File: src/sv/spq_pkg.sv
// package with the types and constants of the stable priority queue
package spq_pkg;

  localparam int CAPACITY = 16;
  localparam int CNT_W    = $clog2(CAPACITY + 1);

  typedef enum logic [1:0] {
    FUNC_INSERT = 2'd0,
    FUNC_POP    = 2'd1,
    FUNC_LIST   = 2'd2,
    FUNC_NONE   = 2'd3
  } func_e;

  typedef enum logic [2:0] {
    KIND_INSERTED = 3'd0,
    KIND_POPPED   = 3'd1,
    KIND_LISTED   = 3'd2,
    KIND_EMPTY    = 3'd3,
    KIND_FULL     = 3'd4
  } kind_e;

  typedef enum logic [1:0] {
    CMD_HOLD,
    CMD_INSERT,
    CMD_POP,
    CMD_ROTATE
  } cmd_e;

  typedef enum logic {
    ST_IDLE,
    ST_LIST
  } state_e;

  typedef struct packed {
    logic [1:0]  func;
    logic [15:0] entry_id;
    logic [3:0]  priority_req;
  } req_t;

  typedef struct packed {
    logic [2:0]  kind;
    logic [15:0] out_id;
    logic [3:0]  out_priority;
    logic        last;
  } rsp_t;

  typedef struct packed {
    logic [15:0] id;
    logic [3:0]  prio;
  } slot_t;

  typedef struct packed {
    cmd_e  cmd;
    slot_t new_slot;
  } cell_ctrl_t;

endpackage

File: src/sv/stable_priority_queue_top.sv
// Stable priority queue: a chain of CAPACITY slot cells kept sorted, highest
// priority at slot 0, equal priorities in arrival order. Insert and pop each
// give one transaction; the whole chain compares against the new priority and
// shifts in the cycle that takes the request, so a new request can be taken
// every cycle while the response side keeps up. A list request turns the
// occupied cells as a ring, one entry per cycle while the response side keeps
// up, starting after the cycle that takes the request (an empty queue gets a
// single empty report instead); no request is taken until the last listed
// entry has been handed to the response register.
// An insert into a full queue is dropped and answered with kind full.
module stable_priority_queue_top (
  input  logic          clk,
  input  logic          rst,
  input  logic          req_valid,
  output logic          req_stall,
  input  spq_pkg::req_t req,
  output logic          rsp_valid,
  input  logic          rsp_stall,
  output spq_pkg::rsp_t rsp
);
  import spq_pkg::*;

  state_e           state, state_next;
  logic [CNT_W-1:0] count, count_next;
  logic [CNT_W-1:0] remain, remain_next;
  cell_ctrl_t       ctrl;
  logic             load;
  rsp_t             rsp_next;
  logic             can_load;
  logic             accept;

  slot_t cell_q  [CAPACITY];
  slot_t lslot   [CAPACITY];
  slot_t rslot   [CAPACITY];
  logic  cell_ge [CAPACITY];
  logic  lge     [CAPACITY];
  logic  occ     [CAPACITY];
  logic  tail    [CAPACITY];

  assign can_load  = !rsp_valid || !rsp_stall;
  assign req_stall = (state != ST_IDLE) || !can_load;
  assign accept    = req_valid && !req_stall;

  for (genvar i = 0; i < CAPACITY; i++) begin : g_cell
    assign occ[i]  = CNT_W'(i) < count;
    assign tail[i] = count == CNT_W'(i + 1);
    if (i == 0) begin : g_head
      assign lge[i]   = 1'b1;
      assign lslot[i] = ctrl.new_slot;
    end else begin : g_body
      assign lge[i]   = cell_ge[i-1];
      assign lslot[i] = cell_q[i-1];
    end
    if (i == CAPACITY - 1) begin : g_end
      assign rslot[i] = cell_q[i];
    end else begin : g_mid
      assign rslot[i] = cell_q[i+1];
    end

    spq_cell u_cell (
      .clk        (clk),
      .ctrl       (ctrl),
      .occupied   (occ[i]),
      .at_tail    (tail[i]),
      .left_ge    (lge[i]),
      .left_slot  (lslot[i]),
      .right_slot (rslot[i]),
      .head_slot  (cell_q[0]),
      .slot       (cell_q[i]),
      .ge         (cell_ge[i])
    );
  end

  always_comb begin
    state_next    = state;
    count_next    = count;
    remain_next   = remain;
    ctrl.cmd      = CMD_HOLD;
    ctrl.new_slot = '{id: req.entry_id, prio: req.priority_req};
    load          = 1'b0;
    rsp_next      = '{kind: KIND_EMPTY, out_id: '0, out_priority: '0, last: 1'b1};
    case (state)
      ST_IDLE: begin
        if (accept) begin
          case (req.func)
            FUNC_INSERT: begin
              load = 1'b1;
              rsp_next.out_id       = req.entry_id;
              rsp_next.out_priority = req.priority_req;
              if (count == CNT_W'(CAPACITY)) begin
                rsp_next.kind = KIND_FULL;
              end else begin
                rsp_next.kind = KIND_INSERTED;
                ctrl.cmd      = CMD_INSERT;
                count_next    = count + CNT_W'(1);
              end
            end
            FUNC_POP: begin
              load = 1'b1;
              if (count != '0) begin
                rsp_next.kind         = KIND_POPPED;
                rsp_next.out_id       = cell_q[0].id;
                rsp_next.out_priority = cell_q[0].prio;
                ctrl.cmd              = CMD_POP;
                count_next            = count - CNT_W'(1);
              end
            end
            FUNC_LIST: begin
              if (count == '0) begin
                load = 1'b1;
              end else begin
                state_next  = ST_LIST;
                remain_next = count;
              end
            end
            default: begin
              load = 1'b0;
            end
          endcase
        end
      end
      ST_LIST: begin
        if (can_load) begin
          load                  = 1'b1;
          ctrl.cmd              = CMD_ROTATE;
          rsp_next.kind         = KIND_LISTED;
          rsp_next.out_id       = cell_q[0].id;
          rsp_next.out_priority = cell_q[0].prio;
          rsp_next.last         = remain == CNT_W'(1);
          remain_next           = remain - CNT_W'(1);
          if (remain == CNT_W'(1)) begin
            state_next = ST_IDLE;
          end
        end
      end
      default: begin
        state_next = ST_IDLE;
      end
    endcase
  end

  always_ff @(posedge clk) begin
    if (rst) begin
      state     <= ST_IDLE;
      count     <= '0;
      remain    <= '0;
      rsp_valid <= 1'b0;
    end else begin
      state  <= state_next;
      count  <= count_next;
      remain <= remain_next;
      if (load) begin
        rsp_valid <= 1'b1;
      end else if (!rsp_stall) begin
        rsp_valid <= 1'b0;
      end
    end
  end

  always_ff @(posedge clk) begin
    if (load) begin
      rsp <= rsp_next;
    end
  end

endmodule

File: src/sv/spq_cell.sv
// one slot of the sorted chain: holds, takes the new entry or a neighbor's entry
module spq_cell (
  input  logic               clk,
  input  spq_pkg::cell_ctrl_t ctrl,
  input  logic               occupied,
  input  logic               at_tail,
  input  logic               left_ge,
  input  spq_pkg::slot_t     left_slot,
  input  spq_pkg::slot_t     right_slot,
  input  spq_pkg::slot_t     head_slot,
  output spq_pkg::slot_t     slot,
  output logic               ge
);
  import spq_pkg::*;

  slot_t slot_next;

  // entry stays ahead of an insert of equal or lower priority
  assign ge = occupied && (slot.prio >= ctrl.new_slot.prio);

  always_comb begin
    slot_next = slot;
    case (ctrl.cmd)
      CMD_INSERT: begin
        if (!ge) begin
          slot_next = left_ge ? ctrl.new_slot : left_slot;
        end
      end
      CMD_POP: begin
        slot_next = right_slot;
      end
      CMD_ROTATE: begin
        // occupied slots turn as a ring so the list ends where it began
        if (occupied) begin
          slot_next = at_tail ? head_slot : right_slot;
        end
      end
      default: begin
        slot_next = slot;
      end
    endcase
  end

  always_ff @(posedge clk) begin
    slot <= slot_next;
  end

endmodule

File: config.mk
export PLATFORM = sky130hd
export DESIGN_NAME = stable_priority_queue_top
export DESIGN_NICKNAME = d
export VERILOG_FILES = /design/src/sv/spq_pkg.sv /design/src/sv/stable_priority_queue_top.sv /design/src/sv/spq_cell.sv
export SDC_FILE = /design/constraint.sdc
export NUM_CORES = 1
export LEC_CHECK = 0
export ABC_AREA = 1
export BUFFER_PORTS_ARGS = -buffer_cell sky130_fd_sc_hd__buf_2
export CORE_ASPECT_RATIO = 0.5
export CORE_MARGIN = 1
export CORE_UTILIZATION = 35
export DETAILED_ROUTE_END_ITERATION = 10
export MAX_ROUTING_LAYER = met4
export SLEW_MARGIN = 20
export SYNTH_ARGS = -nofsm -noshare
export SYNTH_HDL_FRONTEND = slang
export SYNTH_SLANG_ARGS = --single-unit
File: constraint.sdc
create_clock -name clk -period 6.91 [get_ports clk]
set_input_delay 1.382 -clock clk [delete_from_list [all_inputs] [get_ports clk]]
set_output_delay 1.382 -clock clk [all_outputs]
set_load 0.03 [all_outputs]
==> reports/metrics.sh <==
CRIT_TYPE='flip-flop to flip-flop'
CTS.PATH.MAX_BUFFERS=3
CTS.HTREE.LEVELS=2
CTS_ROOT_BUF='clkbuf_16'
POST_SYNTH.CELL_AREA_AVG_UM2=6.44
MAX_FREQ_MHz=209
SETUP_WS_NS=2.12
CRITPATHSLOWESTCELL='nor2_8'
CRITPATHMAXFANOUT=41
POST_SYNTH_INST_COUNT=4329
DRT-TOTAL-WL_UM=107000
TOP_CELL_BY_COUNT_WORST_PATH='buf_4'
NUMBER_OF_GLOBAL_ROUTE_VIAS_BEFORE_REPAIR=26200
INSERTION_DELAY_NS=0.59
RSZ0062_AT_GRT='false'
TOP_LEVEL_PORTS=52
GRT_ANTENNA_BEFORE_REPAIR=3
CP_NUM_BUF_INV=5
FINAL-HOLD-VIOLATION-COUNT=0
POSTCTSSETUPREPAIRBUFS=0
FULL_DIE_AREA_UM2=80800
MAX_STAGE_DELAY_NS=0.61
GP_CONGESTION=0.952
FLOORPLAN.ROWS=72
NUM_VIAS=28600
CRITPATHTOPFAMILY='simple AND/OR/NAND/NOR gates'
PERIOD_SHARE_PCT=69.3
VDD_DROP_MAX_uV=160
GRT_PASS1_WL_UM=160000
DRIVE_ABOVE_1_SHARE_PCT=5.05
MAX_CAP_VIOLATIONS=0
CTS-HOLD-FIX-BUFFERS=0
FIN_CRIT_NS=4.79
SEQ_AREA_FRAC_SYNTH_PCT=37.9
MAPPED_NETS=4426
TRITONCTS_NUM_SINKS=356
DRCVIOLATIONCOUNT=0
GRTUSAGETOTAL_PCT=26.6
NUM-NETS-FINAL=4288
CLOCK-SKEW-FINAL_NS=0.0290
CRIT_PATH_CELL_TRACE='inv_1, ha_1, inv_1, nor2_2, nand2_2, nand2_2, nor2_4, nor2_8, buf_4, buf_4, o21ai_2, buf_4'
DIE_SPAN_X_UM=401
MOSTFREQUENTLAYOUTCELLS='nand2_1 (1,677), inv_1 (661), nand3_1 (654)'
FIN_WORST_HOLD_SLACK_NS=0.538
AVGROUTEDWIREPERCELL_UM=20.4
DETAILEDROUTE.FIRSTPASSITERATIONCOUNT=6
MAX_SLEW_MARGIN_PCT=17.2
PIN_COUNT_OF_THE_BIGGEST_NET_ENTERING_GLOBAL_ROUTING=212
MOSTFREQUENTLAYOUTCELL='nand2_1'
PLACE_WS_NS=1.79
YS.WARNINGS.COUNT=0
TOTAL_OF_ENDPOINTS_WITH_NEGATIVE_SETUP_SLACK_IN_THE_FINAL_REPORT=0
FINAL_ANTENNA_NET_COUNT=0
AREA_GROWTH_SYN_TO_LAYOUT_PCT=7.49
NUMBER_OF_GATES_GIVEN_A_NEW_DRIVE_STRENGTH_AFTER_CTS=0
POWER_DENSITY_OVER_THE_CELLS_nW_PER_UM2=214
CP-START-KIND='flip-flop'
POSTSYNTHREGISTERBITS=356
ESTIMATED_WIRELENGTH_OF_THE_DETAIL_PLACED_DESIGN_UM=69700
TOTAL_POWER_uW=6400
LEAKAGEPOWER_uW=0.0146
MIN-DELAY-PATH-CLASS='flip-flop to flip-flop'
CTS_TREE='built'
FIN_UTIL_PCT=38.4
CRITICAL_PATH_REQUIRED_NS=7.20
WORST_PIN_SLEW_NS=1.24
FINALSETUPTNS_NS=0
PORT_BUFFERS=51
FINAL_SLEW_VIOLATIONS=0
EFFECTIVE_UTILIZATION_AT_FLOORPLAN_PCT=35.7
SYNTH_AREA_UM2=27900
DETAILEDROUTE.FIRSTITERATIONVIOLATIONS=4004
CORE_REGION_AREA_UM2=78000
GLOBALROUTE.TOTALOVERFLOW=0
ROUTED_VIA_DENSITY=5.45
PATH_CLK_SLEW_NS=0.06
NETLIST-CELL-TYPE-COUNT=29
WORST_SETUP_PATH_END_KIND='flip-flop'
RUN_STATUS='finished clean'
DIE-HEIGHT_UM=202
CP_DATA_ARRIVAL_TIME_NS=5.08
CTS_MADE_BUFFERS=40
-- tightest hold or removal path, cell delays in order, from the launching register on --
cell     delay (ns)
dfxtp_1        0.31
inv_1          0.11
a21oi_1        0.07
-- final timing paths --
kind / startpoint / end / slack (ns) / depth (start not counted)
hold reg to reg: remain[1] / remain[1] / 0.54 / 2
hold / removal: remain[1] / remain[1] / 0.54 / 2
setup / recovery: count[1] / g_cell[6].u_cell.slot[5] / 2.12 / 12
setup reg to reg: count[1] / g_cell[6].u_cell.slot[5] / 2.12 / 12
-- cells in the mapped netlist (all sizes together) --
master  instances  area share (%)
nand2        1685              23
clkinv          4           0.054
xnor2           1           0.031
xor2            1           0.031
nand4           5            0.11
nand3b          1           0.027
o21ai         467             8.4
a21oi          31            0.56
inv           680             9.2
edfxtp        344              37
o31ai           1           0.027
dfxtp          12            0.86
buf           108             2.1
o22ai          20            0.45
ha             71             3.2
o21bai          1           0.027
nand3         655              12
clkbuf        194             2.6
nor2           48            0.82
-- cells by family (layout without fill, tap and decap cells) --
| group | count (synthesis) | after routing | share of synthesized area (%) |
|---|---|---|---|
| fa+ha+maj | 71 | 71 | 3.19 |
| other cells | 0 | 1 | 0 |
| xor+xnor | 2 | 2 | 0.0629 |
| simple gates | 2394 | 2394 | 35.4 |
| compound gates | 520 | 520 | 9.44 |
| buf+inv | 986 | 873 | 13.9 |
| flops | 356 | 356 | 37.9 |
-- per-layer routing --
metal	up-vias	track usage [%]	part of all wire, %
li1	13400	-	-
met1	13400	35.4	42
met2	1540	39.2	43
met3	213	6.92	12
met4	0	8.10	2.9
met5	-	-	0
-- state kept, by name (all words and copies together) (netlist names) --
signal	count
count	5
g_cell.u_cell.slot	320
remain	5
rsp	24
rsp_valid	1
state	1
-- per-stage QoR --
step,instances,instance area (um^2)
6_report,5253,30000
5_1_grt,5253,30000
4_1_cts,5251,29900
3_5_place_dp,5184,28700
3_3_place_gp,5184,28700
2_1_floorplan,4329,27900
-- layout make-up --
| cell class | count | area [um^2] |
|---|---|---|
| diodes | 1 | 2.50 |
| clock buffers | 49 | 1030 |
| clock inverters | 18 | 149 |
| fillers | 8344 | 48100 |
| inverters | 684 | 2580 |
| multi-input cells | 2987 | 13500 |
| flip-flops and latches | 356 | 10600 |
| well taps | 1036 | 1300 |
| repair buffers | 122 | 830 |
-- power breakdown --
group / switching, uW / leakage [uW] / internal, uW
clock network: 960 / 0.000579 / 1140
logic: 1130 / 0.0108 / 401
registers: 130 / 0.00328 / 2650
total: 2220 / 0.0146 / 4190
Power figures use the tool's default switching activity.
